`config.mk`:
```
export PLATFORM = sky130hd
export DESIGN_NAME = focuser_backlash_compensator_unit
export DESIGN_NICKNAME = d
export VERILOG_FILES = /design/src/fbc_pkg.sv /design/src/fbc_query.sv /design/src/fbc_stats.sv /design/src/focuser_backlash_compensator_unit.sv
export SDC_FILE = /design/constraint.sdc
export NUM_CORES = 2
export LEC_CHECK = 0
export ABC_AREA = 1
export BUFFER_PORTS_ARGS = -buffer_cell sky130_fd_sc_hd__buf_2
export CORE_UTILIZATION = 35
export CTS_BUF_LIST = sky130_fd_sc_hd__clkbuf_8
export DETAILED_ROUTE_END_ITERATION = 8
export PLACE_DENSITY = 0.55
export SLEW_MARGIN = 20
export SYNTH_ARGS = -nofsm -noshare
export SYNTH_HDL_FRONTEND = slang
export SYNTH_HIERARCHICAL = 1
export SYNTH_SLANG_ARGS = --single-unit
```
`constraint.sdc`:
```
create_clock -name clock -period 24.1 [get_ports clock]
set_clock_uncertainty 0.2 [all_clocks]
set_input_delay 4.82 -clock clock [delete_from_list [all_inputs] [get_ports clock]]
set_output_delay 4.82 -clock clock [all_outputs]
set_load 0.005 [all_outputs]
```
`src/fbc_pkg.sv`:
```
package fbc_pkg;

   localparam int StepsW = 14;
   localparam int CntW   = 32;
   localparam int DirW   = 2;
   localparam int OpW    = 2;
   localparam int StepW  = 15;
   localparam int AddrW  = 4;
   localparam int DataW  = 32;
   localparam int ReqDataW = 24;
   localparam int RspDataW = 208;

   localparam logic [OpW-1:0] OP_QUERY  = 2'd0;
   localparam logic [OpW-1:0] OP_REPORT = 2'd1;
   localparam logic [OpW-1:0] OP_RECORD = 2'd2;

   localparam logic [DirW-1:0] DIR_NONE    = 2'd0;
   localparam logic [DirW-1:0] DIR_INWARD  = 2'd1;
   localparam logic [DirW-1:0] DIR_OUTWARD = 2'd2;

   localparam logic [1:0] MODE_SIMPLE   = 2'd0;
   localparam logic [1:0] MODE_ADAPTIVE = 2'd1;
   localparam logic [1:0] MODE_DYNAMIC  = 2'd2;

   localparam logic [1:0] REG_ENABLE    = 2'd0;
   localparam logic [1:0] REG_STEPS     = 2'd1;
   localparam logic [1:0] REG_PREFERRED = 2'd2;
   localparam logic [1:0] REG_MODE      = 2'd3;

   localparam logic [StepsW-1:0] STEPS_MAX = '1;
   localparam logic [CntW-1:0]   CNT_MAX   = '1;

   typedef struct packed {
      logic              enable;
      logic [StepsW-1:0] steps;
      logic [DirW-1:0]   preferred;
      logic [1:0]        mode;
   } cfg_type;

   typedef struct packed {
      logic [OpW-1:0]          op;
      logic [DirW-1:0]         move_direction;
      logic signed [StepW-1:0] step_count;
      logic                    move_ok;
   } req_type;

   typedef struct packed {
      logic [DirW-1:0]        last_direction;
      logic signed [CntW-1:0] position;
      logic [CntW-1:0]        total;
      logic [CntW-1:0]        success;
      logic [CntW-1:0]        abs_sum;
      logic [CntW-1:0]        inward;
      logic [CntW-1:0]        outward;
   } stats_type;

endpackage

```
`src/fbc_query.sv`:
```
module fbc_query
   import fbc_pkg::*;
(
   input  cfg_type           cfg,
   input  stats_type         stats,
   input  logic [DirW-1:0]   move_direction,
   output logic [StepsW-1:0] comp_steps
);

   logic [29:0]       prod;
   logic [10:0]       quot;
   logic [StepsW-1:0] tenq;
   logic [StepsW-1:0] down;
   logic [StepsW:0]   up;
   logic [StepsW-1:0] up_sat;
   logic [CntW+4:0]   succ20;
   logic [CntW+4:0]   tot19;
   logic [CntW+4:0]   tot17;
   logic              reversal;

   // Division by ten through a reciprocal multiply, exact for the 14-bit step count.
   assign prod   = 30'(cfg.steps) * 30'd52429;
   assign quot   = prod[29:19];
   assign tenq   = StepsW'({quot, 3'b000}) + StepsW'({quot, 1'b0});
   assign down   = cfg.steps - StepsW'(quot) - StepsW'(cfg.steps != tenq);
   assign up     = {1'b0, cfg.steps} + (StepsW+1)'(quot);
   assign up_sat = up[StepsW] ? STEPS_MAX : up[StepsW-1:0];

   assign succ20 = {1'b0, stats.success, 4'b0000} + {3'b000, stats.success, 2'b00};
   assign tot19  = {1'b0, stats.total, 4'b0000} + {4'b0000, stats.total, 1'b0}
                   + {5'b00000, stats.total};
   assign tot17  = {1'b0, stats.total, 4'b0000} + {5'b00000, stats.total};

   assign reversal = (stats.last_direction != DIR_NONE) && (move_direction != DIR_NONE)
                     && (stats.last_direction != move_direction);

   always_comb begin
      comp_steps = '0;
      if (cfg.enable && (cfg.steps != '0) && reversal) begin
         unique case (cfg.mode)
            MODE_SIMPLE: begin
               if ((cfg.preferred == DIR_NONE) || (cfg.preferred == move_direction)) begin
                  comp_steps = cfg.steps;
               end
            end
            MODE_ADAPTIVE: begin
               priority if (stats.total == '0) begin
                  comp_steps = cfg.steps;
               end else if (succ20 > tot19) begin
                  comp_steps = down;
               end else if (tot17 > succ20) begin
                  comp_steps = up_sat;
               end else begin
                  comp_steps = cfg.steps;
               end
            end
            MODE_DYNAMIC: begin
               comp_steps = cfg.steps;
            end
            default: begin
               comp_steps = '0;
            end
         endcase
      end
   end

endmodule

```
`src/fbc_stats.sv`:
```
module fbc_stats
   import fbc_pkg::*;
(
   input  logic      clock,
   input  logic      reset,
   input  logic      advance,
   input  req_type   req,
   input  logic      enable,
   output stats_type stats_cur,
   output stats_type stats_nxt,
   output logic      applied
);

   stats_type              stats_ff;
   stats_type              stats_in;
   logic [StepW-1:0]       mag;
   logic [CntW:0]          abs_sum_wide;
   logic signed [CntW:0]   pos_wide;
   logic                   do_report;

   function automatic logic [CntW-1:0] sat_inc(input logic [CntW-1:0] v);
      return (v == CNT_MAX) ? v : v + CntW'(1);
   endfunction

   assign mag          = req.step_count[StepW-1] ? StepW'(-req.step_count)
                                                 : StepW'(req.step_count);
   assign abs_sum_wide = {1'b0, stats_ff.abs_sum} + (CntW+1)'(mag);
   assign pos_wide     = (CntW+1)'(stats_ff.position) + (CntW+1)'(req.step_count);
   assign do_report    = (req.op == OP_REPORT) && enable && (req.step_count != '0)
                         && req.move_ok;

   always_comb begin
      stats_in = stats_ff;
      if (do_report) begin
         stats_in.total   = sat_inc(stats_ff.total);
         stats_in.success = sat_inc(stats_ff.success);
         stats_in.abs_sum = abs_sum_wide[CntW] ? CNT_MAX : abs_sum_wide[CntW-1:0];
         if (req.move_direction == DIR_INWARD) begin
            stats_in.inward = sat_inc(stats_ff.inward);
         end
         if (req.move_direction == DIR_OUTWARD) begin
            stats_in.outward = sat_inc(stats_ff.outward);
         end
         if (pos_wide[CntW] != pos_wide[CntW-1]) begin
            stats_in.position = pos_wide[CntW] ? {1'b1, {(CntW-1){1'b0}}}
                                               : {1'b0, {(CntW-1){1'b1}}};
         end else begin
            stats_in.position = pos_wide[CntW-1:0];
         end
      end
      if (req.op == OP_RECORD) begin
         stats_in.last_direction = req.move_direction;
      end
   end

   always_ff @(posedge clock) begin
      if (reset) begin
         stats_ff <= '0;
      end else if (advance) begin
         stats_ff <= stats_in;
      end
   end

   assign stats_cur = stats_ff;
   assign stats_nxt = stats_in;
   assign applied   = do_report;

endmodule

```
`src/focuser_backlash_compensator_unit.sv`:
```
// An accepted request enters an input register and its result a result register
// on the rsp side, holding the sides apart; all work is in the single stage between.
// Throughput: one request per cycle unless rsp_tready stalls the result register.
// Reset: synchronous, active high; clears the configuration registers, the
// direction and statistics counters, and both valid flags.
module focuser_backlash_compensator_unit
   import fbc_pkg::*;
(
   input  logic                clock,
   input  logic                reset,
   input  logic                req_tvalid,
   output logic                req_tready,
   // move_direction[1:0], step_count[16:2], move_ok[17], zero fill
   input  logic [ReqDataW-1:0] req_tdata,
   // op[1:0]
   input  logic [OpW-1:0]      req_tuser,
   output logic                rsp_tvalid,
   input  logic                rsp_tready,
   // comp_steps[13:0], position_sum[45:14], total_count[77:46],
   // success_count[109:78], steps_sum[141:110], inward_count[173:142],
   // outward_count[205:174], zero fill
   output logic [RspDataW-1:0] rsp_tdata,
   // applied[0]
   output logic                rsp_tuser,
   input  logic                csr_psel,
   input  logic                csr_penable,
   input  logic                csr_pwrite,
   input  logic [AddrW-1:0]    csr_paddr,
   input  logic [DataW-1:0]    csr_pwdata,
   output logic [DataW-1:0]    csr_prdata,
   output logic                csr_pready
);

   cfg_type           cfg_ff;
   cfg_type           cfg_in;
   logic              in_vld_ff;
   req_type           in_req_ff;
   logic              out_vld_ff;
   logic              out_vld_in;
   logic [RspDataW-1:0] out_data_ff;
   logic [RspDataW-1:0] out_data_in;
   logic              out_user_ff;
   logic              advance;
   logic              csr_write;
   logic [1:0]        reg_index;
   stats_type         stats_cur;
   stats_type         stats_nxt;
   logic              applied;
   logic [StepsW-1:0] query_steps;
   logic [StepsW-1:0] comp_steps;

   assign csr_pready = 1'b1;
   assign csr_write  = csr_psel && csr_penable && csr_pwrite && csr_pready;
   assign reg_index  = csr_paddr[3:2];

   always_comb begin
      cfg_in = cfg_ff;
      if (csr_write) begin
         unique case (reg_index)
            REG_ENABLE:    cfg_in.enable    = csr_pwdata[0];
            REG_STEPS:     cfg_in.steps     = csr_pwdata[StepsW-1:0];
            REG_PREFERRED: cfg_in.preferred = csr_pwdata[DirW-1:0];
            REG_MODE:      cfg_in.mode      = csr_pwdata[1:0];
         endcase
      end
   end

   always_comb begin
      unique case (reg_index)
         REG_ENABLE:    csr_prdata = DataW'(cfg_ff.enable);
         REG_STEPS:     csr_prdata = DataW'(cfg_ff.steps);
         REG_PREFERRED: csr_prdata = DataW'(cfg_ff.preferred);
         REG_MODE:      csr_prdata = DataW'(cfg_ff.mode);
      endcase
   end

   always_ff @(posedge clock) begin
      if (reset) begin
         cfg_ff <= '0;
      end else begin
         cfg_ff <= cfg_in;
      end
   end

   assign advance    = in_vld_ff && (!out_vld_ff || rsp_tready);
   assign req_tready = !in_vld_ff || advance;

   always_ff @(posedge clock) begin
      if (reset) begin
         in_vld_ff <= 1'b0;
      end else if (req_tready) begin
         in_vld_ff <= req_tvalid;
      end
   end

   always_ff @(posedge clock) begin
      if (req_tvalid && req_tready) begin
         in_req_ff.op             <= req_tuser;
         in_req_ff.move_direction <= req_tdata[1:0];
         in_req_ff.step_count     <= req_tdata[16:2];
         in_req_ff.move_ok        <= req_tdata[17];
      end
   end

   fbc_stats u_stats (
      .clock     (clock),
      .reset     (reset),
      .advance   (advance),
      .req       (in_req_ff),
      .enable    (cfg_ff.enable),
      .stats_cur (stats_cur),
      .stats_nxt (stats_nxt),
      .applied   (applied)
   );

   fbc_query u_query (
      .cfg            (cfg_ff),
      .stats          (stats_cur),
      .move_direction (in_req_ff.move_direction),
      .comp_steps     (query_steps)
   );

   assign comp_steps = (in_req_ff.op == OP_QUERY) ? query_steps : '0;

   assign out_data_in = {2'b00, stats_nxt.outward, stats_nxt.inward, stats_nxt.abs_sum,
                         stats_nxt.success, stats_nxt.total, stats_nxt.position,
                         comp_steps};
   assign out_vld_in  = advance || (out_vld_ff && !rsp_tready);

   always_ff @(posedge clock) begin
      if (reset) begin
         out_vld_ff <= 1'b0;
      end else begin
         out_vld_ff <= out_vld_in;
      end
   end

   always_ff @(posedge clock) begin
      if (advance) begin
         out_data_ff <= out_data_in;
         out_user_ff <= applied;
      end
   end

   assign rsp_tvalid = out_vld_ff;
   assign rsp_tdata  = out_data_ff;
   assign rsp_tuser  = out_user_ff;

endmodule
```
======== After elaboration in Yosys (flattened, before gate mapping) ========
Index checks and enable logic that the tools add are counted.
W data, S select, Z words.
cells by class
  reduce and logical (&&, ||, !) cells .... 34
  multiply operators ...................... 1
  $lt $le $gt $ge ......................... 2
  add/subtract/negate cells ............... 15
  muxes and demuxes ....................... 18
  equal/unequal tests ..................... 17
operator list
  cell                      number
  $mux W32                  9
  $mux W192                 1
  $add A32 B1 Y32 const B   4
  $eq A32 B32 Y1 const B    4
  $pmux W32 S4              1
  $gt A37 B37 Y1            2
  $mux W14                  5
  $add A32 B15 Y33          2
  $pmux W14 S3              1
  $add A36 B32 Y37          1
  $add A36 B33 Y37          1
  $add A36 B34 Y37          1
  $add A37 B32 Y37          1
  $logic_not A32 Y1         1
  $mul A14 B16 Y30 const B  1
  $add A14 B11 Y15          1
  $mux W15                  1
  $neg A15 Y15              1
  $reduce_bool A15 Y1       1
  $add A14 B12 Y14          1
  $ne A14 B14 Y1            1
  $reduce_bool A14 Y1       1
  $sub A14 B1 Y14           1
  $sub A14 B11 Y14          1
  11 further kinds          43
word-level totals
  logic and storage cells ................. 107
  input bits .............................. 69
  flip-flop bits (word level) ............. 442
  output and inout bits ................... 244

======== Longest topological paths before layout ========
  depth after elaboration ................. 7
  depth in mapped cells ................... 59
  gate-level depth less buffers ........... 59

======== Cells and area by module ========
Netlist, hierarchy kept.
by module, submodules not included
  module                             cells an instance  area each (sq um)  times used  seq. area each (sq um)
  fbc_stats                          2850               16827.4            1           3883.7
  fbc_query                          2078               13969.6            1           0.0
  focuser_backlash_compensator_unit  457                8171.6             1           7236.9

======== Worst setup path after synthesis ========
Ideal clock, no wire load.
  kind .................................... in2reg
  from .................................... input rsp_tready
  to ...................................... register u_stats.stats_ff (netlist bit u_stats/stats_cur[118])
  path buffers ............................ 3
  data required time ...................... 23785 ps
  slack ................................... 5065 ps
  cell stages on the path ................. 8
  library setup time ...................... 115 ps
  arrival time ............................ 18719 ps
  cells stage by stage .................... inv_1 > a21oi_1 > clkinv_1 > clkbuf_1 > clkbuf_1 > clkbuf_1 > o21ai_0 > inv_1
between the ends
  word-level cells in the longest chain between the ends .. 2
RTL lines
  item                    RTL line                                 text
  start: declaration      focuser_backlash_compensator_unit.sv:18  input logic rsp_tready,
  $logic_or A1 B1 Y1      focuser_backlash_compensator_unit.sv:85  assign advance = in_vld_ff && (!out_vld_ff || rsp_tready);
  $logic_and A1 B1 Y1     focuser_backlash_compensator_unit.sv:85
  via advance             focuser_backlash_compensator_unit.sv:43  logic advance;
  end signal: assignment  fbc_stats.sv:60                          stats_ff <= stats_in;
  end: declaration        fbc_stats.sv:14                          stats_type stats_ff;
The timed path passes the listed nets, and every way through them passes these cells.
A chain may end at the register's enable or synchronous reset.

======== Worst setup path after layout ========
  from .................................... register cfg_ff[16] (netlist bit)
  to ...................................... register out_data_ff[10] (netlist: rsp_tdata[10]) (data pin)
between the ends
  word-level cells in the longest chain between the ends .. 7
  elaborated cells between the ends (all ways) .. 15
  those cells by class .................... add/sub (4); mul (1); eq/ne (1); mux (5); reduce/logical (4)
RTL lines
  item                                                  RTL line                                  text
  start: declaration                                    focuser_backlash_compensator_unit.sv:34   cfg_type cfg_ff;
  start signal: assignment                              focuser_backlash_compensator_unit.sv:81   cfg_ff <= cfg_in;
  $mul A14 B16 Y30                                      fbc_query.sv:22                           assign prod = 30'(cfg.steps) * 30'd52429;
  $add A14 B12 Y14 or $add A14 B11 Y15 (tied branches)  fbc_query.sv:24, fbc_query.sv:26
  $ne A14 B14 Y1 or $mux W14 (tied branches)            fbc_query.sv:25, fbc_query.sv:27
  $sub A14 B1 Y14 or $mux W14 (tied branches)           fbc_query.sv:25, fbc_query.sv:51
  $mux W14                                              fbc_query.sv:49                           end else if (succ20 > tot19) begin
  $mux W14                                              fbc_query.sv:47                           priority if (stats.total == '0) begin
  $pmux W14 S3                                          fbc_query.sv:40                           unique case (cfg.mode)
  end signal: assignment                                focuser_backlash_compensator_unit.sv:140  out_data_ff <= out_data_in;
  end: declaration                                      focuser_backlash_compensator_unit.sv:40   logic [RspDataW-1:0] out_data_ff;
Parallel ways exist; a longest one is shown, timed or not.

==> impl_metrics.env <==
export IMPL_cts_root_buf="clkbuf_8"
export IMPL_antenna_left=0
export IMPL_regArea_um2=11100
export IMPL_num_io_pins=313
export IMPL_met3_usage=0.0326
export IMPL_drive_gt1_frac=0.0938
export IMPL_worstPathArrival_ns=11.87
export IMPL_synth_edf_count=227
export IMPL_grt_max_degree=172
export IMPL_grt_pass1_wl_um=191000
export IMPL_first_iter_violations=2441
export IMPL_cts_resized=0
export IMPL_crit_path_frequent_cell="inv_1"
export IMPL_postSynthCellCount=5385
export IMPL_finalHoldViolCount=0
export IMPL_pre_cts_slack_ns=12.55
export IMPL_die_h_um=336
export IMPL_synth_compound_area_share=0.148
export IMPL_cts_hold_buf=0
export IMPL_synth_cell_type_count=70
export IMPL_wl_per_cell_um=17.1
export IMPL_cp_slowest_cell="dfxtp_1"
export IMPL_setup_slack_ns=12.47
export IMPL_reg2reg_to="rsp_tdata[10]"
export IMPL_avgSynthCellArea_um2=7.24
export IMPL_multi_input_area_um2=23900
export IMPL_core_um2=111000
export IMPL_antenna_found_initial=3
export IMPL_nNetsFinal=6162
export IMPL_first_global_vias=34200
export IMPL_fin_crit_sh=0.483
export IMPL_vias_per_cell=5.00
export IMPL_async_flop_share=0
export IMPL_ys_seq_area_frac=0.285
export IMPL_design_area_um2=43500
export IMPL_clock_sinks=442
export IMPL_dr_total_vias=36000
export IMPL_layout_common_cells="nand2_1, inv_1, nor2_1, a21oi_1, ha_1"
export IMPL_finalPower_mw=2.34
export IMPL_fill_cells=11800
export IMPL_hold_start="cfg_ff[1]"
export IMPL_cp_start_kind="flip-flop"
export IMPL_maxCapViolCount=0
export IMPL_final_common_cell="nand2_1"
export IMPL_rows=122
export IMPL_yosysWarnings=6
export IMPL_slowest_delay_ns=0.73
export IMPL_layout_min_cycle_time_ns=11.63
export IMPL_reg2reg_depth=48
export IMPL_slew_headroom=0.309
export IMPL_synth_xor_area_frac=0.0617
export IMPL_ys_flop_type="edfxtp_1"
export IMPL_drc=0
export IMPL_critPathMaxFanout=12
export IMPL_htreeDepth=3
export IMPL_start_util=0.353
export IMPL_hold_path_class="flip-flop to flip-flop"
export IMPL_clock_latency_ns=0.73
export IMPL_reg2reg_slack_ns=12.47
export IMPL_numPortBuffers=265
export IMPL_outcome="finished clean"
export IMPL_end_kind="flip-flop"
export IMPL_dpl_cell_area_um2=41700
export IMPL_synth_area_um2=39000
export IMPL_area_delta_synth_final_pct=11.7
export IMPL_synthMuxAreaShare=0
export IMPL_die_area_um2=113000
export IMPL_cts_setup_buffers=0
export IMPL_cts_buffers=84
export IMPL_p_leak_nw=21.3
export IMPL_dp_cells=7033
export IMPL_track_usage=0.215
export IMPL_hpwl_um=94400
export IMPL_synth_seq_cells=442
export IMPL_ir_drop_mv=0.0420
export IMPL_finalSetupTns_ns=0
export IMPL_die_x_um=336
export IMPL_cp_required_ns=24.34
export IMPL_synthAdderAreaFrac=0.166
export IMPL_min_path_cells=2
export IMPL_path_class="flip-flop to flip-flop"
export IMPL_synth_top_family_by_area="simple AND/OR/NAND/NOR gates"
export IMPL_dr_pass1_iters=8
export IMPL_setup_viol_count_final=0
export IMPL_maxSlewViolCount=0
export IMPL_max_freq_ghz=0.0860
export IMPL_reg2reg_from="cfg_ff[16]"
export IMPL_gr_usage_met2=0.356
export IMPL_power_density_nw_per_um2=53.7
export IMPL_critPathTopFamily="adder cells"
export IMPL_grt_busiest_layer="met2"
export IMPL_globalRouteMet1Util=0.291
export IMPL_drt_wl_total_um=123000
export IMPL_cts_tree="built"
export IMPL_whs_endpoint="cfg_ff[1]"
export IMPL_tightestPinTransition_ns=1.04
export IMPL_layoutNonFillerInstCount=7195
export IMPL_routabilityCongestion=0.925
export IMPL_crit_buf_inv=8
export IMPL_clock_path_buffers=3
export IMPL_yosys_area_share_simple=0.236
export IMPL_gr_total_overflow=0
export IMPL_cts_reportedPaths_clkPinSlew_ns=0.07
export IMPL_rsz0062_at_grt="no"
==> metal layers <==
metal  vias up  routed length, um
met2       878              56600
met4         2               2720
met5         -                 19
li1      18200                  -
met1     16700              57500
met3       172               6200
==> cell usage after synthesis (all sizes together) (4+ instances only) <==
cell type     n  area [um^2]
fa           91         1820
clkbuf       78          293
o21ai       496         2540
nand3       301         1560
o21bai       45          342
o21a         11         82.6
buf          73          498
and2          4         25.0
nand3b        6         45.0
a21oi       421         2150
nor2        471         1830
a31oi        16          106
or2          20          125
ha          371         4640
a21o         24          180
edfxtp      227         6820
a21boi        7         60.1
nor4         32          236
o211ai       12          100
dfxtp       215         4300
nand4        73          463
nor3        113          618
o22ai        10         62.6
inv         855         3210
xnor2        59          517
xor2        213         1890
nand2      1113         4250
nor3b         4         30.0
==> through the flow <==
stage / utilization / hold WS, ns
after detailed placement: 0.377 / 0.324
after floorplan: - / 0.245
after global placement: 0.377 / 0.315
after CTS: 0.394 / 0.334
after global routing: 0.394 / 0.360
final: 0.394 / 0.324
==> power by group <==
group	internal [mW]	total [mW]	switching [mW]
logic	0.224	0.638	0.413
registers	0.841	0.893	0.0521
clock network	0.449	0.805	0.356
==> worst min-delay path, delay by kind of cell, from the launching register on <==
| family | cells | cell delay, ns |
|---|---|---|
| simple gates | 2 | 0.15 |
| flops | 1 | 0.33 |
==> sequential cells by signal, indices dropped and copies added, names as in the netlist <==
signal and flops:
cfg_ff 19, in_req_ff 20, in_vld_ff 1, rsp_tdata 206
rsp_tuser 1, rsp_tvalid 1, u_stats/stats_cur 194
==> cell type report <==
| cell class | instances | share of cell area |
|---|---|---|
| antenna | 5 | 0.000288 |
| clock buffer | 95 | 0.0300 |
| clock inverter | 62 | 0.0113 |
| inverter | 857 | 0.0743 |
| multi-input combinational | 3954 | 0.550 |
| sequential | 442 | 0.256 |
| tap | 1488 | 0.0428 |
| timing repair buffer | 292 | 0.0359 |
==> worst max path at each step <==
stage / from / end / slack, ns / cells past startpoint
2_1_floorplan: rsp_tready / u_stats/stats_cur[118] / 5.07 / 8
3_3_place_gp: cfg_ff[16] / rsp_tdata[10] / 12.52 / 48
3_5_place_dp: cfg_ff[16] / rsp_tdata[10] / 12.55 / 48
4_1_cts: cfg_ff[16] / rsp_tdata[10] / 12.47 / 48
5_1_grt: cfg_ff[16] / rsp_tdata[8] / 11.87 / 46
6_report: cfg_ff[16] / rsp_tdata[10] / 12.47 / 48
==> cells by family (layout without fill, tap and decap cells) <==
logic type	count (synthesis)	after routing
xor+xnor	272	272
other cells	2	26
simple gates	2142	2142
compound gates	1057	1057
buf+inv	1008	1306
fa+ha+maj	462	462
flops	442	442
No activity file was read; power rests on OpenSTA's default activity.
